File: src/rtl/core/amoc_pkg.sv
// shared types, constants and rounding helper of the overlay compositor
package amoc_pkg;

   localparam int CANVAS_WIDTH_DEFAULT  = 128;
   localparam int CANVAS_HEIGHT_DEFAULT = 64;

   typedef enum logic [1:0] {
      CMD_BLEND   = 2'd0,
      CMD_READ    = 2'd1,
      CMD_CONVERT = 2'd2,
      CMD_CLEAR   = 2'd3
   } command_type;

   // canvas word: alpha 31:24, red 23:16, green 15:8, blue 7:0
   typedef struct packed {
      logic [7:0] alpha;
      logic [7:0] red;
      logic [7:0] green;
      logic [7:0] blue;
   } pixel_type;

   // step enables from the sequencer to the blend datapath
   typedef struct packed {
      logic alpha_mul;
      logic alpha_div;
      logic chan_mul;
   } blend_ctrl_type;

   // (prod + 127) / 255 for prod up to 255*255, by reciprocal fold
   function automatic logic [7:0] div255_round(input logic [15:0] prod);
      logic [16:0] v;
      logic [16:0] q;
      v = {1'b0, prod} + 17'd127;
      q = v + (v >> 8) + 17'd1;
      return q[15:8];
   endfunction

endpackage

File: src/rtl/core/amoc_blend.sv
// alpha, premultiply and source-over datapath, stepped by the sequencer
module amoc_blend (
   input  logic                    clock,
   input  amoc_pkg::blend_ctrl_type ctrl,
   input  logic [7:0]              mask,
   input  logic [7:0]              opacity,
   input  logic [7:0]              src_blue,
   input  logic [7:0]              src_green,
   input  logic [7:0]              src_red,
   input  amoc_pkg::pixel_type     dst,
   output amoc_pkg::pixel_type     src_pixel,
   output amoc_pkg::pixel_type     over_pixel,
   output logic                    alpha_zero
);

   logic [15:0] alpha_prod_ff;
   logic [7:0]  alpha_ff;
   logic [15:0] src_prod_ff [3];
   logic [15:0] dst_prod_ff [4];
   logic [7:0]  inv;
   logic [7:0]  src_chan [3];
   logic [7:0]  dst_chan [4];
   logic [7:0]  src_all [4];
   logic [7:0]  over_chan [4];
   logic [8:0]  sum [4];

   assign inv = 8'hff - alpha_ff;

   always_ff @(posedge clock) begin
      if (ctrl.alpha_mul) begin
         alpha_prod_ff <= {8'd0, mask} * {8'd0, opacity};
      end
      if (ctrl.alpha_div) begin
         alpha_ff <= amoc_pkg::div255_round(alpha_prod_ff);
      end
      if (ctrl.chan_mul) begin
         src_prod_ff[0] <= {8'd0, src_blue} * {8'd0, alpha_ff};
         src_prod_ff[1] <= {8'd0, src_green} * {8'd0, alpha_ff};
         src_prod_ff[2] <= {8'd0, src_red} * {8'd0, alpha_ff};
         dst_prod_ff[0] <= {8'd0, dst.blue} * {8'd0, inv};
         dst_prod_ff[1] <= {8'd0, dst.green} * {8'd0, inv};
         dst_prod_ff[2] <= {8'd0, dst.red} * {8'd0, inv};
         dst_prod_ff[3] <= {8'd0, dst.alpha} * {8'd0, inv};
      end
   end

   always_comb begin
      for (int i = 0; i < 3; i++) begin
         src_chan[i] = amoc_pkg::div255_round(src_prod_ff[i]);
         src_all[i]  = src_chan[i];
      end
      src_all[3] = alpha_ff;
      for (int i = 0; i < 4; i++) begin
         dst_chan[i] = amoc_pkg::div255_round(dst_prod_ff[i]);
         sum[i]      = {1'b0, src_all[i]} + {1'b0, dst_chan[i]};
         // saturate as a guard; premultiplied input never overflows
         over_chan[i] = sum[i][8] ? 8'hff : sum[i][7:0];
      end
   end

   assign src_pixel  = '{alpha: alpha_ff, red: src_chan[2], green: src_chan[1],
                         blue: src_chan[0]};
   assign over_pixel = '{alpha: over_chan[3], red: over_chan[2], green: over_chan[1],
                         blue: over_chan[0]};
   assign alpha_zero = (alpha_ff == 8'd0);

endmodule

File: config.mk
export PLATFORM = sky130hd
export DESIGN_NAME = amoc_blend
export DESIGN_NICKNAME = d
export VERILOG_FILES = /design/src/rtl/core/amoc_pkg.sv /design/src/rtl/core/amoc_blend.sv
export SDC_FILE = /design/constraint.sdc
export NUM_CORES = 1
export LEC_CHECK = 0
export CAP_MARGIN = 0
export CORE_MARGIN = 4
export CORE_UTILIZATION = 34
export CTS_BUF_LIST = sky130_fd_sc_hd__clkbuf_8 sky130_fd_sc_hd__clkbuf_16
export DETAILED_ROUTE_END_ITERATION = 8
export DONT_BUFFER_PORTS = 1
export GPL_TIMING_DRIVEN = 0
export SETUP_SLACK_MARGIN = 0.1
export SYNTH_ARGS = -nofsm -noshare
export SYNTH_HDL_FRONTEND = slang
export SYNTH_SLANG_ARGS = --single-unit
File: constraint.sdc
create_clock -name clock -period 7.2 [get_ports clock]
set_clock_uncertainty 0.2 [all_clocks]
set_input_delay 0.72 -clock clock [delete_from_list [all_inputs] [get_ports clock]]
set_output_delay 0.72 -clock clock [all_outputs]
set_load 0.02 [all_outputs]
==> results of run 1 <==
## through the flow
step           setup WS, ns  std cells  utilization
5_1_grt             0.07383       4072       0.3738
3_3_place_gp      -0.005421       4030       0.3613
4_1_cts             0.04847       4063       0.3709
3_5_place_dp       -0.08657       4030       0.3613
6_report             0.5017       4072       0.3738
2_1_floorplan        0.8934       2990            -
## critical path, cell delays in order (launching register included)
cell and delay [ns]:
edfxtp_1 0.44, or4_1 0.64, nor4_4 0.30, nor2b_1 0.13
xor2_2 0.21, ha_1 0.32, nand3_1 0.08, a21oi_1 0.19
a211o_1 0.15, o211ai_1 0.11, o21ai_1 0.24, nand2_1 0.13
xnor2_2 0.35, ha_1 0.33, nor2b_1 0.15, o21ai_0 0.14
nand2_1 0.08, and2_1 0.16, o21ai_0 0.15, nand2b_1 0.11
a21o_1 0.20, a21oi_2 0.30, o21ai_0 0.37
## registers in the layout, indices dropped and copies added (netlist names)
register	flops
alpha_ff	8
src_prod_ff	48
dst_prod_ff	64
alpha_prod_ff	16
## repair_timing
action                     4_1_cts  5_1_grt
gates cloned                     0        0
buffers inserted                 1        9
pin swaps                        2        6
setup endpoints to repair       24       32
resized for setup               20       32
## path summary, 6_finish.rpt
check,start,end,slack [ns],cells past startpoint
max,src_prod_ff[0][36]$_DFFE_PP_,over_pixel[20],0.50,22
min,ctrl[2],alpha_prod_ff[12]$_DFFE_PP_,0.14,0
max reg2reg,alpha_ff[2]$_DFFE_PP_,dst_prod_ff[2][15]$_DFFE_PP_,0.87,18
min reg2reg,alpha_prod_ff[14]$_DFFE_PP_,alpha_ff[6]$_DFFE_PP_,0.56,4
## cells in the mapped netlist, types with 3 or more instances
cell type	n
nand3_1	39
o2111ai_1	11
a21o_1	34
xnor2_2	3
and3_1	15
fa_1	292
o41a_1	9
nor4b_1	5
nand2_1	259
o41ai_1	3
nor3b_1	10
a31oi_1	25
xnor2_1	176
or2_2	7
and4_1	7
a41o_1	5
nor2b_1	164
a21boi_0	13
nor3_1	40
a21oi_1	89
or3_1	13
edfxtp_1	136
xor2_1	87
a211oi_1	9
nor4_4	3
inv_1	504
clkbuf_1	53
nor4_1	4
or4_1	5
a211o_1	4
o31ai_1	4
o211ai_1	7
o21ai_1	4
o21bai_1	7
ha_1	372
o21a_1	13
nor2_1	134
nand4_1	17
and2_1	142
nand2b_1	134
o21ai_0	77
## cells by family after synthesis
logic type | after synthesis
compound gates | 349
flops | 136
simple gates | 1011
buf+inv | 561
fa+ha+maj | 664
mux | 2
xor+xnor | 267
## cell usage in the layout (no fill, tap or decap), drive strengths merged, types with 89 or more instances in the layout
cell type and count:
nand2b 134, nand2 259, nor2 134, nor2b 164
a21oi 89, ha 372, fa 292, xnor2 179
inv 514, and2 142, edfxtp 136
## area by class of cell
cell class                 count  area (um^2)  area share
sequential                   136         4084      0.1403
buffer                        57        224.0    0.007697
inverter                     504         1892     0.06501
clock inverter                15        221.5    0.007611
multi-input combinational   2293        20880      0.7174
timing repair buffer          10        75.07    0.002580
tap                         1040         1301     0.04472
clock buffer                  17        425.4     0.01462
## per-layer routing
layer,GRT usage,part of all wire
met1,0.1972,0.45
met2,0.2621,0.47
met3,0.04028,0.064
met4,0.03528,0.013
met5,0,0
==> run metrics, run 1 <==
status finished clean; startpoint type of the worst setup path register; Clock Pin Slew Worst Setup and Hold Paths 0.07 ns; hold_buf cts 0; # port buffers 0; clk_lat worst skew 0.48 ns; Synth Area per Inst 8.973 um^2; Post-Synthesis Cell Area 0.02683 mm^2; worst hold slack 0.1430 ns; Tmin final 6.698 ns; FP Rows 102; Synth Warn # 0; Final Hold Viols 0; Final ANT Viol Nets 0; gpl congestion 0.8304; CP Data Arrival Time 5.78 ns; Die ar. 0.08347 mm^2; Max Slew Vio Count 0; Layout fillers 7959; fraction of layout cells with a size suffix above 1 0.03826; initial antenna violation count 7; final WL 62.83 mm; Post-synth EDFFs 136; setup violators final 0; CP endpoint kind output pin; Worst Tran Pin Value 0.9460 ns; Yosys cell types 81; Adder-Cell Fraction of Synth Area 0.3914; drt wl/cell 15.43 um; Hold WC Path Type primary input to register; post-synthesis compound-gate area fraction 0.08786; Core ar. 0.07785 mm^2; drt pass-1 iters 5; initial DRC count 839; buffer depth of the longest clock path 2; Ports 141; grt total ovfl 0; Final period util 0.9303; H-tree Lvls 4; simple-gate area share of the yosys netlist 0.2007; DP HPWL 52.21 mm; Post-synth top flop edfxtp_1; Root Driver clkbuf_16; DR vias 19620; Slew headroom 0.3694; asr flop ratio synth 0; Max Cap Violations 0; Fmax 0.1493 GHz; clock sink count 136; share of the synthesized area in the top cell type 0.2179; Synthesized Nets 3730; vias in the first global route 19790; first-pass GRT wire length 102.6 mm; RSZ-0062 raised after global routing true; n_diodes 0; synthesized flop and latch total 136; GRT Total Usage 0.1543; Cells after Synth 2990; vias per std cell 4.819; ranking of synthesized cells by area fa_1, ha_1, edfxtp_1; placed instance area 0.02813 mm^2; width of the die 288.9 um; area share of xor/xnor cells in the synthesized design 0.08828; setup TNS 0 ns; initial core utilization 0.3446; CTS tree done; pin count of the biggest net entering global routing 113; largest family of logic cells by synthesized area adder cells; area leader, netlist fa_1; CP max FO 8; layout net count 3759; # DRC 0; Syn-to-layout area delta 8.465%; post-synthesis mux area share 0.0007462; sequential share of the synthesized area 0.1522; Worst EP required 6.28 ns; Non-Filler Cell Area, Final 0.02910 mm^2; cts bufs inserted 17; WS Path Type register to output pin; die height 288.9 um
Power of run 1 is not shown: default switching activity piles up to over one toggle a cycle in this logic, so the estimate is an artifact.
==> run 2, diff against run 1 <==
--- a/config.mk
+++ b/config.mk
@@ -12,6 +12,7 @@
 export DETAILED_ROUTE_END_ITERATION = 8
 export DONT_BUFFER_PORTS = 1
 export GPL_TIMING_DRIVEN = 0
+export PLACE_DENSITY = 0.53
 export SETUP_SLACK_MARGIN = 0.1
 export SYNTH_ARGS = -nofsm -noshare
 export SYNTH_HDL_FRONTEND = slang
==> run 2 against run 1 <==
  * Hold slack better by 0.012 ns
  * Die area did not move
  * Flip-flop and latch count did not move
  * Maximum frequency grew 0.17%
  * Cell count hardly changed
  * Global-route usage rose by 0.33 points
  * Utilization is 0.087 points lower
  * Critical endpoint is now over_pixel[2]
  * Setup slack improved by 0.011 ns
  * Largest cell class unchanged
==> run metrics, run 2 (synthesis gave the netlist of run 1 again) <==
placed instance area 0.02813 mm^2; drt wl/cell 15.63 um; CP max-delay cell or4_1; worst reg2reg path depth 17; grt total ovfl 0; DR vias 19350; initial DRC count 800; Critical R2R Launch alpha_ff[3]$_DFFE_PP_; status finished clean; Worst Hold Depth 0; Core ar. 0.07785 mm^2; cts bufs inserted 17; setup violators final 0; GRT Total Usage 0.1576; DP HPWL 52.37 mm; Fmax 0.1495 GHz; Final period util 0.9288; most frequent cells in the layout inv_1, ha_1, fa_1; Clock Pin Slew Worst Setup and Hold Paths 0.06 ns; die height 288.9 um; Top Registers dst_prod_ff x64, src_prod_ff x48, alpha_prod_ff x16; Non-Filler Cell Area, Final 0.02903 mm^2; Hold WC Path Type primary input to register; Worst Tran Pin Value 1.021 ns; startpoint type of the worst setup path register; buffer depth of the longest clock path 2; drt pass-1 iters 5; H-tree Lvls 4; pin count of the biggest net entering global routing 113; commonest non-fill, non-tap cell in the layout inv_1; Crit path buffers/inverters 1; Final ANT Viol Nets 0; FP Rows 102; initial antenna violation count 0; clock sink count 136; gpl congestion 0.8194; hold path start ctrl[2]; Ports 141; Tmin final 6.687 ns; max reg flops 64; layout net count 3755; Final Hold Viols 0; Syn-to-layout area delta 8.213%; CP Data Arrival Time 5.77 ns; Max Cap Violations 0; first-pass GRT wire length 105.0 mm; CP max FO 8; # DRC 0; Biggest register dst_prod_ff; Die ar. 0.08347 mm^2; Max Slew Vio Count 0; width of the die 288.9 um; CP endpoint kind output pin; clk_lat worst skew 0.47 ns; # port buffers 0; Worst EP required 6.28 ns; final WL 63.60 mm; WS Path Type register to output pin; CP top delay family compound AO/OA/AOI/OAI gates; Worst path max stage delay 0.60 ns; Slew headroom 0.3192; vias per std cell 4.756; RSZ-0062 raised after global routing false; Root Driver clkbuf_16; CTS tree done; fraction of layout cells with a size suffix above 1 0.03667; vias in the first global route 19780; Hold Crit Endpoint alpha_prod_ff[10]$_DFFE_PP_; R2R Path End dst_prod_ff[3][15]$_DFFE_PP_; initial core utilization 0.3446; worst path cell trace or4_1 > nor2_1 > nor2_1 > xor2_1 > ha_1 > o21a_1 > o221a_2 > o311ai_2 > a21oi_1 > o21ai_4 > nor3_2 > nor2_2 > ha_1 > o21ai_0 > nand2_1 > and2_1 > o21ai_0 > nand2b_1 > a21o_1 > a21oi_4 > buf_12 > o21ai_2; R2R Setup Slk 0.71 ns
## run 2: layout make-up
type | count | area (um^2)
diodes | 2 | 5.005
clock buffers | 17 | 425.4
fillers | 7971 | 48820
repair buffers | 6 | 57.56
clock inverters | 14 | 150.1
multi-input cells | 2293 | 20890
plain buffers | 57 | 222.7
well taps | 1040 | 1301
flip-flops and latches | 136 | 4084
inverters | 504 | 1892
## run 2: metal layers
metal  vias to the layer above  track usage  share of wire
li1                       9754            -              -
met1                      9314       0.2032           0.46
met2                       234       0.2638           0.47
met3                        51      0.03942          0.052
met4                         0      0.04278          0.018
met5                         -            0              0
## run 2: through the flow
stage	hold slack, ns	TNS, ns	setup slack (ns)	util	std cells
5_1_grt	0.1121	0	0.08899	0.3729	4067
3_5_place_dp	0.5621	-0.03017	-0.03017	0.3613	4030
6_report	0.1554	0	0.5129	0.3729	4069
3_3_place_gp	0.5525	-0.01224	-0.01224	0.3613	4030
4_1_cts	0.1094	0	0.1161	0.3697	4062
2_1_floorplan	0.4764	0	0.8934	-	2990
## run 2: what timing repair did
action,CTS,global route
buffers inserted,1,5
pin swaps,2,5
setup endpoints to repair,24,32
hold buffers,0,0
resized for setup,20,34
## run 2: worst max path at each step
stage               slack, ns                          from        endpoint  cells past startpoint
floorplan                0.89   src_prod_ff[0][0]$_DFFE_PP_   over_pixel[2]                     25
global placement        -0.01   src_prod_ff[0][0]$_DFFE_PP_   over_pixel[2]                     25
detailed placement      -0.03   src_prod_ff[0][0]$_DFFE_PP_   over_pixel[2]                     25
CTS                      0.12  src_prod_ff[0][36]$_DFFE_PP_  over_pixel[20]                     24
global route             0.09   src_prod_ff[0][0]$_DFFE_PP_   over_pixel[7]                     26
finish                   0.51   src_prod_ff[0][2]$_DFFE_PP_   over_pixel[2]                     22
Power of run 2 is left out for the same reason.
==> run 3, diff against run 2 <==
--- a/config.mk
+++ b/config.mk
@@ -7,12 +7,12 @@
 export LEC_CHECK = 0
 export CAP_MARGIN = 0
 export CORE_MARGIN = 4
-export CORE_UTILIZATION = 34
+export CORE_UTILIZATION = 60
 export CTS_BUF_LIST = sky130_fd_sc_hd__clkbuf_8 sky130_fd_sc_hd__clkbuf_16
 export DETAILED_ROUTE_END_ITERATION = 8
 export DONT_BUFFER_PORTS = 1
 export GPL_TIMING_DRIVEN = 0
-export PLACE_DENSITY = 0.53
+export PLACE_DENSITY = 0.81
 export SETUP_SLACK_MARGIN = 0.1
 export SYNTH_ARGS = -nofsm -noshare
 export SYNTH_HDL_FRONTEND = slang
==> run 3 against run 2 <==
  * Die area decreased by 42%
  * Routed wire length down 2.4%
  * Global-route usage up 10 points
  * Via count is 6.6% higher
  * Critical path type unchanged
  * Critical endpoint is now over_pixel[5]
==> run metrics, run 3 (synthesis gave the netlist of run 1 again) <==
startpoint type of the worst setup path register; initial antenna violation count 0; setup TNS 0 ns; H-tree Lvls 4; Biggest register dst_prod_ff; # port buffers 0; width of the die 219.5 um; Max Slew Vio Count 0; Core ar. 0.04422 mm^2; clk_lat worst skew 0.45 ns; Ports 141; commonest non-fill, non-tap cell in the layout inv_1; # DRC 0; initial DRC count 1340; setup violators final 0; layout net count 3754; Final period util 0.9500; max reg flops 64; hold_buf cts 0; Tmin final 6.840 ns; Hold WC Path Type primary input to register; post-layout util 0.6424; FP Rows 77; CP Data Arrival Time 5.92 ns; WS Path Type register to output pin; Worst Tran Pin Value 0.9927 ns; Setup WS post-layout 0.3598 ns; Root Driver clkbuf_16; Top Registers dst_prod_ff x64, src_prod_ff x48, alpha_prod_ff x16; Die ar. 0.04816 mm^2; drt pass-1 iters 5; clock sink count 136; first-pass GRT wire length 102.5 mm; Clock Pin Slew Worst Setup and Hold Paths 0.06 ns; Layout fillers 3423; CP endpoint kind output pin; Syn-to-layout area delta 5.890%; initial core utilization 0.6067; vias per std cell 5.703; CP max FO 8; Max Cap Violations 0; GRT Total Usage 0.2597; fraction of layout cells with a size suffix above 1 0.03305; Final Hold Viols 0; grt total ovfl 0; Fmax 0.1462 GHz; final WL 62.10 mm; Worst EP required 6.28 ns; vias in the first global route 21710; CTS tree done; most frequent cells in the layout inv_1, ha_1, fa_1; Final ANT Viol Nets 0; buffer depth of the longest clock path 2; die height 219.5 um; Slew headroom 0.3382; gpl congestion 0.9166; DP HPWL 50.29 mm; multi-input logic area 0.02083 mm^2; Placement Setup Slack 0.04950 ns; n_diodes 0; RSZ-0062 raised after global routing false; DR vias 20630; drt wl/cell 17.16 um; Sequential Area 0.004084 mm^2; pin count of the biggest net entering global routing 113; status finished clean; cts bufs inserted 17
## run 3: worst max-delay path, stage by stage, from the launching register on
cell and delay (ns):
edfxtp_1 0.45, inv_1 0.08, ha_1 0.16, or3b_1 0.35, clkbuf_1 0.18, nor2_2 0.20
nor3b_2 0.09, xnor2_2 0.20, inv_1 0.15, ha_1 0.22, or3_1 0.34, o221a_2 0.26
o311ai_2 0.28, a21oi_1 0.15, o21ai_2 0.18, buf_4 0.16, xnor2_4 0.16, ha_1 0.31
nor2b_1 0.16, o21ai_0 0.16, nand2_1 0.10, and2_1 0.18, o21ai_0 0.14, nand2b_1 0.11
a21o_1 0.23, a21oi_4 0.26, nand2_1 0.22
## run 3: per-layer routing
layer	wire, um	vias up	GRT usage
met5	0	-	0
li1	-	9751	-
met4	2863	0	0.1194
met1	24980	10100	0.3079
met2	30770	616	0.4607
met3	3492	168	0.04413
## run 3: path summary, 6_finish.rpt
| path | slack (ns) | cells past startpoint | end | start |
|---|---|---|---|---|
| max reg2reg | 0.83 | 18 | dst_prod_ff[3][15]$_DFFE_PP_ | alpha_ff[2]$_DFFE_PP_ |
| min reg2reg | 0.55 | 2 | alpha_ff[7]$_DFFE_PP_ | alpha_prod_ff[15]$_DFFE_PP_ |
| max | 0.36 | 26 | over_pixel[5] | src_prod_ff[0][1]$_DFFE_PP_ |
| min | 0.18 | 0 | alpha_prod_ff[14]$_DFFE_PP_ | ctrl[2] |
## run 3: stage by stage
| step | instance area (um^2) | std cells | hold slack [ns] |
|---|---|---|---|
| after floorplan | 26830 | 2990 | 0.4764 |
| after global placement | 27570 | 3582 | 0.5338 |
| after detailed placement | 27570 | 3582 | 0.5354 |
| after CTS | 28230 | 3613 | 0.1601 |
| after global routing | 28410 | 3618 | 0.1609 |
| final | 28410 | 3618 | 0.1764 |
## run 3: timing repair
action                     in CTS  in global routing
hold endpoints to repair        0                  0
setup endpoints to repair      24                 32
pin swaps                       1                  5
buffers inserted                0                  5
gates resized for setup        15                 26
## run 3: layout make-up
cell class,count,area share
Multi-Input combinational cell,2293,0.7333
Sequential cell,136,0.1438
Inverter,504,0.06659
Tap cell,592,0.02607
Clock buffer,17,0.01497
Buffer,57,0.007884
Clock inverter,14,0.006122
Timing Repair Buffer,5,0.001321
Power of run 3 is left out for the same reason.
